--- src/design/lacd_pkg.sv ---
// Shared constants and types for the LRU age cache directory.
package lacd_pkg;

  localparam int KEY_IN_W = 64;  // key port width
  localparam int SIZE_W   = 17;  // object size width
  localparam int SLOT_W   = 3;   // slot result width

  localparam logic OP_LOOKUP = 1'b0;
  localparam logic OP_SAVE   = 1'b1;

  // Scan token flags passed from cell to cell.
  typedef struct packed {
    logic valid;    // token present in this stage
    logic matched;  // a filled cell upstream held the key
  } scan_ctl_t;

endpackage

--- src/design/lacd_cell.sv ---
// One directory cell: holds tag, age and size of one entry, plus one scan token stage.
module lacd_cell #(
  parameter int KEY_WIDTH  = 64,
  parameter int AGE_WIDTH  = 16,
  parameter int IDX_W      = 3,
  parameter int CELL_INDEX = 0
) (
  input  logic                      clk,
  input  logic                      rst_n,
  input  logic                      filled,
  input  logic [KEY_WIDTH-1:0]      req_tag,
  input  logic                      req_save,
  input  lacd_pkg::scan_ctl_t       ctl_in,
  input  logic [IDX_W-1:0]          hit_idx_in,
  input  logic [lacd_pkg::SIZE_W-1:0] hit_size_in,
  input  logic [AGE_WIDTH-1:0]      best_age_in,
  input  logic [IDX_W-1:0]          best_idx_in,
  output lacd_pkg::scan_ctl_t       ctl_out,
  output logic [IDX_W-1:0]          hit_idx_out,
  output logic [lacd_pkg::SIZE_W-1:0] hit_size_out,
  output logic [AGE_WIDTH-1:0]      best_age_out,
  output logic [IDX_W-1:0]          best_idx_out,
  input  logic                      wr_en,
  input  logic [KEY_WIDTH-1:0]      wr_tag,
  input  logic [lacd_pkg::SIZE_W-1:0] wr_size
);
  import lacd_pkg::*;

  logic [KEY_WIDTH-1:0] tag_r,  tag_nxt;
  logic [AGE_WIDTH-1:0] age_r,  age_nxt;
  logic [SIZE_W-1:0]    size_r, size_nxt;
  scan_ctl_t            ctl_r,  ctl_nxt;
  logic [IDX_W-1:0]     hit_idx_r,  hit_idx_nxt;
  logic [SIZE_W-1:0]    hit_size_r, hit_size_nxt;
  logic [AGE_WIDTH-1:0] best_age_r, best_age_nxt;
  logic [IDX_W-1:0]     best_idx_r, best_idx_nxt;
  logic [AGE_WIDTH-1:0] age_inc;

  // saturating age step
  assign age_inc = (age_r == {AGE_WIDTH{1'b1}}) ? age_r : age_r + AGE_WIDTH'(1);

  always_comb begin
    tag_nxt      = tag_r;
    size_nxt     = size_r;
    age_nxt      = age_r;
    ctl_nxt      = ctl_in;
    hit_idx_nxt  = hit_idx_in;
    hit_size_nxt = hit_size_in;
    best_age_nxt = best_age_in;
    best_idx_nxt = best_idx_in;
    if (ctl_in.valid && filled && !ctl_in.matched) begin
      if (tag_r == req_tag) begin
        ctl_nxt.matched = 1'b1;
        hit_idx_nxt     = IDX_W'(CELL_INDEX);
        hit_size_nxt    = size_r;
        if (req_save) begin
          age_nxt = '0;
        end
      end else if (req_save) begin
        age_nxt = age_inc;
        // strict compare keeps the lowest index on ties
        if (age_inc > best_age_in) begin
          best_age_nxt = age_inc;
          best_idx_nxt = IDX_W'(CELL_INDEX);
        end
      end
    end
    if (wr_en) begin
      tag_nxt  = wr_tag;
      size_nxt = wr_size;
      age_nxt  = '0;
    end
  end

  always_ff @(posedge clk) begin
    if (!rst_n) begin
      ctl_r <= '0;
    end else begin
      ctl_r <= ctl_nxt;
    end
  end

  always_ff @(posedge clk) begin
    tag_r      <= tag_nxt;
    age_r      <= age_nxt;
    size_r     <= size_nxt;
    hit_idx_r  <= hit_idx_nxt;
    hit_size_r <= hit_size_nxt;
    best_age_r <= best_age_nxt;
    best_idx_r <= best_idx_nxt;
  end

  assign ctl_out      = ctl_r;
  assign hit_idx_out  = hit_idx_r;
  assign hit_size_out = hit_size_r;
  assign best_age_out = best_age_r;
  assign best_idx_out = best_idx_r;

endmodule

--- src/design/lru_age_cache_directory_unit.sv ---
// Top level of the LRU age cache directory: request intake, cell chain, fill/replace, result.
// An input transfer registers the request and launches the scan token; the token walks
//   the cell chain one cell per cycle, the result is settled in the pending registers, then
//   it is moved to the output register once that is free. No new request is taken until then.
// Reset (synchronous, rst_n low): fill count cleared, chain empty, no result pending.
//   Entry tags, ages and sizes are not cleared; only filled entries are ever read.
module lru_age_cache_directory_unit #(
  parameter int ENTRIES          = 8,
  parameter int KEY_WIDTH        = 64,
  parameter int AGE_WIDTH        = 16,
  parameter int OBJECT_BYTES_MAX = 102400
) (
  input  logic                          clk,
  input  logic                          rst_n,
  input  logic                          in_valid,
  output logic                          in_stall,
  input  logic                          in_operation,
  input  logic [lacd_pkg::KEY_IN_W-1:0] in_key,
  input  logic [lacd_pkg::SIZE_W-1:0]   in_object_size,
  output logic                          out_valid,
  input  logic                          out_stall,
  output logic                          out_hit,
  output logic [lacd_pkg::SLOT_W-1:0]   out_slot,
  output logic [lacd_pkg::SIZE_W-1:0]   out_stored_size
);
  import lacd_pkg::*;

  localparam int IDX_W  = $clog2(ENTRIES);
  localparam int FILL_W = $clog2(ENTRIES + 1);
  localparam int SAT_W  = 21;  // wide enough for the largest size limit
  localparam logic [SAT_W-1:0] SIZE_LIMIT = SAT_W'(OBJECT_BYTES_MAX);

  // control states
  localparam logic [1:0] S_IDLE = 2'd0;
  localparam logic [1:0] S_SCAN = 2'd1;
  localparam logic [1:0] S_OUT  = 2'd2;

  logic [1:0]           state_r, state_nxt;
  logic                 start_r, start_nxt;
  logic [FILL_W-1:0]    fill_r, fill_nxt;

  // request held for the whole scan
  logic [KEY_WIDTH-1:0] req_tag_r, req_tag_nxt;
  logic                 req_save_r, req_save_nxt;
  logic [SIZE_W-1:0]    req_size_r, req_size_nxt;

  // result waiting for the output register
  logic                 pend_hit_r, pend_hit_nxt;
  logic [SLOT_W-1:0]    pend_slot_r, pend_slot_nxt;
  logic [SIZE_W-1:0]    pend_size_r, pend_size_nxt;

  logic                 out_valid_r, out_valid_nxt;
  logic                 out_hit_r, out_hit_nxt;
  logic [SLOT_W-1:0]    out_slot_r, out_slot_nxt;
  logic [SIZE_W-1:0]    out_size_r, out_size_nxt;

  logic                 in_xfer;
  logic                 out_free;
  logic                 full;
  logic [SIZE_W-1:0]    size_sat;

  // links of the cell chain: link 0 is the token source, link i+1 leaves cell i
  scan_ctl_t            lnk_ctl      [ENTRIES+1];
  logic [IDX_W-1:0]     lnk_hit_idx  [ENTRIES+1];
  logic [SIZE_W-1:0]    lnk_hit_size [ENTRIES+1];
  logic [AGE_WIDTH-1:0] lnk_best_age [ENTRIES+1];
  logic [IDX_W-1:0]     lnk_best_idx [ENTRIES+1];
  logic [ENTRIES-1:0]   filled_vec;
  logic [ENTRIES-1:0]   wr_en_vec;
  logic [ENTRIES:0]     tok_vec;

  scan_ctl_t            tail_ctl;
  logic                 wr_go;
  logic [IDX_W-1:0]     victim;

  assign in_stall = (state_r != S_IDLE);
  assign in_xfer  = in_valid && !in_stall;
  assign out_free = !out_valid_r || !out_stall;
  assign full     = (fill_r == FILL_W'(ENTRIES));

  // oversized objects are clamped to the limit
  assign size_sat = (SAT_W'(in_object_size) > SIZE_LIMIT) ? SIZE_LIMIT[SIZE_W-1:0]
                                                           : in_object_size;

  // token source
  assign lnk_ctl[0].valid   = start_r;
  assign lnk_ctl[0].matched = 1'b0;
  assign lnk_hit_idx[0]     = '0;
  assign lnk_hit_size[0]    = '0;
  assign lnk_best_age[0]    = '0;
  assign lnk_best_idx[0]    = '0;

  assign tail_ctl = lnk_ctl[ENTRIES];

  // save miss: next free slot, else the oldest lowest-index entry
  assign victim = full ? lnk_best_idx[ENTRIES] : fill_r[IDX_W-1:0];
  assign wr_go  = (state_r == S_SCAN) && tail_ctl.valid && req_save_r && !tail_ctl.matched;

  genvar gi;
  generate
    for (gi = 0; gi < ENTRIES; gi++) begin : g_cell
      assign filled_vec[gi] = (FILL_W'(gi) < fill_r);
      assign wr_en_vec[gi]  = wr_go && (victim == IDX_W'(gi));
      assign tok_vec[gi+1]  = lnk_ctl[gi+1].valid;

      lacd_cell #(
        .KEY_WIDTH (KEY_WIDTH),
        .AGE_WIDTH (AGE_WIDTH),
        .IDX_W     (IDX_W),
        .CELL_INDEX(gi)
      ) u_cell (
        .clk         (clk),
        .rst_n       (rst_n),
        .filled      (filled_vec[gi]),
        .req_tag     (req_tag_r),
        .req_save    (req_save_r),
        .ctl_in      (lnk_ctl[gi]),
        .hit_idx_in  (lnk_hit_idx[gi]),
        .hit_size_in (lnk_hit_size[gi]),
        .best_age_in (lnk_best_age[gi]),
        .best_idx_in (lnk_best_idx[gi]),
        .ctl_out     (lnk_ctl[gi+1]),
        .hit_idx_out (lnk_hit_idx[gi+1]),
        .hit_size_out(lnk_hit_size[gi+1]),
        .best_age_out(lnk_best_age[gi+1]),
        .best_idx_out(lnk_best_idx[gi+1]),
        .wr_en       (wr_en_vec[gi]),
        .wr_tag      (req_tag_r),
        .wr_size     (req_size_r)
      );
    end
  endgenerate

  assign tok_vec[0] = start_r;

  always_comb begin
    state_nxt     = state_r;
    start_nxt     = 1'b0;
    fill_nxt      = fill_r;
    req_tag_nxt   = req_tag_r;
    req_save_nxt  = req_save_r;
    req_size_nxt  = req_size_r;
    pend_hit_nxt  = pend_hit_r;
    pend_slot_nxt = pend_slot_r;
    pend_size_nxt = pend_size_r;
    out_valid_nxt = out_valid_r && out_stall;
    out_hit_nxt   = out_hit_r;
    out_slot_nxt  = out_slot_r;
    out_size_nxt  = out_size_r;

    case (state_r)
      S_IDLE: begin
        if (in_xfer) begin
          req_tag_nxt  = in_key[KEY_WIDTH-1:0];
          req_save_nxt = (in_operation == OP_SAVE);
          req_size_nxt = size_sat;
          start_nxt    = 1'b1;
          state_nxt    = S_SCAN;
        end
      end
      S_SCAN: begin
        // token leaves the last cell: settle the result and any fill/replace
        if (tail_ctl.valid) begin
          if (tail_ctl.matched) begin
            pend_hit_nxt  = 1'b1;
            pend_slot_nxt = SLOT_W'(lnk_hit_idx[ENTRIES]);
            pend_size_nxt = lnk_hit_size[ENTRIES];
          end else if (req_save_r) begin
            pend_hit_nxt  = 1'b0;
            pend_slot_nxt = SLOT_W'(victim);
            pend_size_nxt = req_size_r;
            if (!full) begin
              fill_nxt = fill_r + FILL_W'(1);
            end
          end else begin
            pend_hit_nxt  = 1'b0;
            pend_slot_nxt = '0;
            pend_size_nxt = '0;
          end
          state_nxt = S_OUT;
        end
      end
      S_OUT: begin
        if (out_free) begin
          out_valid_nxt = 1'b1;
          out_hit_nxt   = pend_hit_r;
          out_slot_nxt  = pend_slot_r;
          out_size_nxt  = pend_size_r;
          state_nxt     = S_IDLE;
        end
      end
      default: begin
        state_nxt = S_IDLE;
      end
    endcase
  end

  always_ff @(posedge clk) begin
    if (!rst_n) begin
      state_r     <= S_IDLE;
      start_r     <= 1'b0;
      fill_r      <= '0;
      out_valid_r <= 1'b0;
    end else begin
      state_r     <= state_nxt;
      start_r     <= start_nxt;
      fill_r      <= fill_nxt;
      out_valid_r <= out_valid_nxt;
    end
  end

  always_ff @(posedge clk) begin
    req_tag_r   <= req_tag_nxt;
    req_save_r  <= req_save_nxt;
    req_size_r  <= req_size_nxt;
    pend_hit_r  <= pend_hit_nxt;
    pend_slot_r <= pend_slot_nxt;
    pend_size_r <= pend_size_nxt;
    out_hit_r   <= out_hit_nxt;
    out_slot_r  <= out_slot_nxt;
    out_size_r  <= out_size_nxt;
  end

  assign out_valid       = out_valid_r;
  assign out_hit         = out_hit_r;
  assign out_slot        = out_slot_r;
  assign out_stored_size = out_size_r;

  // fill count never passes the entry count
  a_fill_bound: assert property (@(posedge clk) disable iff (!rst_n)
    fill_r <= FILL_W'(ENTRIES))
    else $error("fill count above entry count");

  // only one scan token in the chain at a time
  a_one_token: assert property (@(posedge clk) disable iff (!rst_n)
    $countones(tok_vec) <= 1)
    else $error("more than one scan token in flight");

  // a token reaches the end of the chain only during a scan
  a_tail_in_scan: assert property (@(posedge clk) disable iff (!rst_n)
    tail_ctl.valid |-> (state_r == S_SCAN))
    else $error("scan token outside scan state");

  // an input transfer launches a token next cycle
  a_launch: assert property (@(posedge clk) disable iff (!rst_n)
    in_xfer |=> start_r)
    else $error("transfer did not launch a scan");

  // lookups and save hits leave the fill count alone
  a_fill_stable: assert property (@(posedge clk) disable iff (!rst_n)
    (tail_ctl.valid && (!req_save_r || tail_ctl.matched)) |=> $stable(fill_r))
    else $error("fill count changed without a save miss");

endmodule
--- config.mk ---
export PLATFORM = sky130hd
export DESIGN_NAME = lru_age_cache_directory_unit
export DESIGN_NICKNAME = d
export VERILOG_FILES = /design/src/design/lacd_pkg.sv /design/src/design/lacd_cell.sv /design/src/design/lru_age_cache_directory_unit.sv
export SDC_FILE = /design/constraint.sdc
export NUM_CORES = 2
export LEC_CHECK = 0
export ABC_AREA = 1
export ABC_CLOCK_PERIOD_IN_PS = 5700
export BUFFER_PORTS_ARGS = -buffer_cell sky130_fd_sc_hd__buf_2
export CORE_MARGIN = 3
export CORE_UTILIZATION = 65
export DETAILED_ROUTE_END_ITERATION = 16
export PLACE_DENSITY = 0.92
export SYNTH_ARGS = -nofsm -noshare
export SYNTH_HDL_FRONTEND = slang
export SYNTH_SLANG_ARGS = --single-unit
--- constraint.sdc ---
create_clock -name clk -period 5.7 [get_ports clk]
set_clock_uncertainty 0.15 [all_clocks]
set_input_delay 0.57 -clock clk [delete_from_list [all_inputs] [get_ports clk]]
set_output_delay 0.57 -clock clk [all_outputs]
set_load 0.02 [all_outputs]
==> flow_summary.toml <==
[timing]
maxSlewViolCount = 0
slew_headroom_pct = 11.7
fmax_mhz = 229
period_share_pct = 76.7
finalSetupTns_ns = 0
setup_slack_ns = 1.33
rsz0062_at_grt = "false"
setup_viol = 0
finalCriticalPeriod_ns = 4.37
hold_viol = 0
tightest_slew_ns = 1.32

[min_path]
hp-class = "primary input to register"
hold_end = "req_size_r[12]$_SDFFCE_PN1P_"
min_path_cells = 3
hold_path.startpoint = "in_object_size[12]"

[final_layout]
multi_input_area_sq_um = 17500
diodes = 0
syn2layout_area_growth_pct = 10.5
layout-drive-gt1-share_pct = 7.38
nFillCells = 4626
stdcell_area_sq_um = 57700
final_nets = 5480
seq_area_sq_um = 31900

[synth]
synth_cells = 5125
ys.warnings.count = 0
ys_async_sr_fraction_pct = 0
yosysMostFrequentCell = "nand2_1"
yosysTopAreaCell = "edfxtp_1"
synth_seq_area_share_pct = 61.0
ys_types = 48
synth-edff-count = 772
yosys-top-cells-count = "1,370 x nand2_1, 772 x edfxtp_1, 477 x inv_1, 467 x nor2_1, 434 x dfxtp_1"
synth.cell_area_sq_um = 52200
synth-main-ff-cell = "edfxtp_1"
synth.ff_latch_count = 1206
netlist.area_leader.share_pct = 44.4
synth_area_leaders = "edfxtp_1 44%, dfxtp_1 17%, nand2_1 9.8%"
syn_avg_cell_area_sq_um = 10.2
syn_nets = 5333

[place]
placed_area_sq_um = 53400
port_buffers = 108
hpwl_um = 71800
place_congestion = 0.884
dpl_worst_slack_ns = 1.61

[clocking]
cts_tree = "done"
cts.sinks = 1206
insertion_delay_ns = 0.73
root_buffer = "clkbuf_16"
cts_buffers = 111
cts_max_level = 3
cts_setup_buffers = 0
cts_max_path_buffers = 3
cts.clk_slew.worst_paths_ns = 0.06

[status]
status = "finished clean"

[pwr]
worst_ir_drop_vdd_v = 0.000301
power_leakage_nw = 23.2
powerDensity_nw_per_um2 = 303
p_total_w = 0.0175

[setup_path]
rr_endpoint = "g_cell[5].u_cell.best_age_out[5]$_DFF_P_"
ff2ff_setup_slack_ns = 1.33
path_class = "register to register"
cp.required_ns = 6.13
crit_path_end_kind = "register"
crit_path_start_kind = "register"
startpoint = "g_cell[5].u_cell.age_r[0]$_SDFFE_PP0P_"
timing.rr.start = "g_cell[5].u_cell.age_r[0]$_SDFFE_PP0P_"
reg2reg_depth = 18
crit_arrival_ns = 4.80
cp_max_fo = 19

[detailed_routing]
met1_length_um = 45500
wl_um = 125000
dr_wl_met2_um = 60700
route.vias.total = 37300
vias_per_cell = 5.81
wl_met3_um = 11400
drt-pass1-iter-count = 10
dr.first_iter.drc_count = 4525
route.detailed.drc = 0
ant_nets = 0
dr.max_layer_used = "met4"
wire_per_inst_um = 19.5

[floorplan]
die_y_um = 289
core_area_sq_um = 79300
dieArea_sq_um = 83800
io_pins = 109
start_util_pct = 65.9
row_count = 103
die_w_um = 289

[grt]
grt_pass1_wl_um = 195000
grt_max_degree = 98
grt_pass1_vias = 37100
antenna_found_initial = 1
overflow = 0
grt_use_total_pct = 29.6

[flow_run]
max_cap_viol_count = 0
-- report_power, final --
group	leakage, nW	internal [W]	switching (W)
clock	1.80	0.00424	0.00333
combinational	10.9	0.000183	0.000208
sequential	10.5	0.00934	0.000196
total	23.2	0.0138	0.00373
-- stage by stage --
step / util, % / std cells / hold WS, ns
final: 72.8 / 6416 / 0.0366
after global routing: 72.8 / 6416 / 0.0214
after CTS: 72.8 / 6416 / 0.0201
after detailed placement: 67.3 / 6142 / 0.242
after global placement: 67.3 / 6142 / 0.242
after floorplan: - / 5125 / 0.236
-- placed cells by master, fill, tap and decap left out, types with 5 or more instances in the layout --
cell,count
a21oi_1,219
a21oi_2,5
a22o_1,17
buf_12,8
buf_2,108
buf_4,12
bufinv_16,9
clkbuf_1,27
clkbuf_16,112
clkbuf_8,15
clkinv_1,15
clkinv_2,18
dfxtp_1,434
dlygate4sd3_1,67
edfxtp_1,772
ha_1,122
inv_1,476
inv_2,26
nand2_1,1370
nand2_2,8
nand3_1,192
nand3_2,5
nand4_1,139
nor2_1,464
nor2_2,14
nor2_4,15
nor3_1,45
nor3_2,5
nor4_1,5
o21a_1,6
o21ai_0,44
or2_2,12
xnor2_1,137
xor2_1,393
-- sequential cells by signal, indices dropped and copies added (netlist names), 2 cells and up --
register / cells
out_slot: 3
g_cell.u_cell.hit_size_out: 136
req_tag_r: 64
g_cell.u_cell.tag_r: 512
state_r: 2
g_cell.u_cell.size_r: 136
pend_slot_r: 3
fill_r: 4
g_cell.u_cell.hit_idx_out: 17
g_cell.u_cell.best_age_out: 112
g_cell.u_cell.best_idx_out: 17
pend_size_r: 17
g_cell.u_cell.ctl_out: 16
g_cell.u_cell.age_r: 128
out_stored_size: 17
req_size_r: 17
-- worst max-delay path, cell delays in order (launching register included) --
cell,delay [ns]
dfxtp_1,0.41
ha_1,0.26
nand2_1,0.10
nor2_1,0.24
nand2_1,0.15
nor2_1,0.25
inv_1,0.25
nor2_1,0.15
nor2_1,0.08
ha_1,0.30
a21oi_1,0.07
o21ai_0,0.14
nand2_1,0.06
nand2_1,0.06
nand2_1,0.06
a21oi_2,0.65
nand3_2,0.57
nand2_1,0.23
nand2_1,0.08
-- what timing repair did --
item | 4_1_cts | 5_1_grt
hold buffers | 67 | 0
endpoints found under the setup margin | 0 | 0
endpoints found under the hold margin | 67 | 0
resized for setup | 0 | 0
-- area by class of cell --
type | instances | area share, %
Clock buffer | 154 | 5.39
Clock inverter | 53 | 0.993
Inverter | 505 | 3.29
Multi-Input combinational cell | 3253 | 30.3
Sequential cell | 1206 | 55.2
Tap cell | 1050 | 2.28
Timing Repair Buffer | 195 | 2.53
-- worst max path at each step --
stage                                                endpoint  slack, ns  cells past startpoint
floorplan                g_cell[4].u_cell.size_r[0]$_DFFE_PP_       2.51                      6
global placement    g_cell[3].u_cell.best_age_out[15]$_DFF_P_       1.80                     17
detailed placement   g_cell[3].u_cell.best_age_out[5]$_DFF_P_       1.61                     17
CTS                  g_cell[3].u_cell.best_age_out[5]$_DFF_P_       1.62                     17
global route         g_cell[5].u_cell.best_age_out[6]$_DFF_P_       1.12                     18
finish               g_cell[5].u_cell.best_age_out[5]$_DFF_P_       1.33                     18
-- kinds of logic after synthesis --
logic type                 synth area share (%)
buffers and inverters                      5.60
adders and majority gates                  2.92
and+or+nand+nor                            18.4
AOI/OAI and AO/OA                          3.18
xor gates and xnor gates                   8.89
muxes                                    0.0192
DFF                                        61.0
-- layer usage --
layer | global-route usage [%] | vias to the layer above
met1 | 36.0 | 17600
met2 | 50.0 | 2168
li1 | - | 17000
met5 | 0 | -
met3 | 6.07 | 528
met4 | 15.8 | 0
Power figures use the tool's default switching activity.
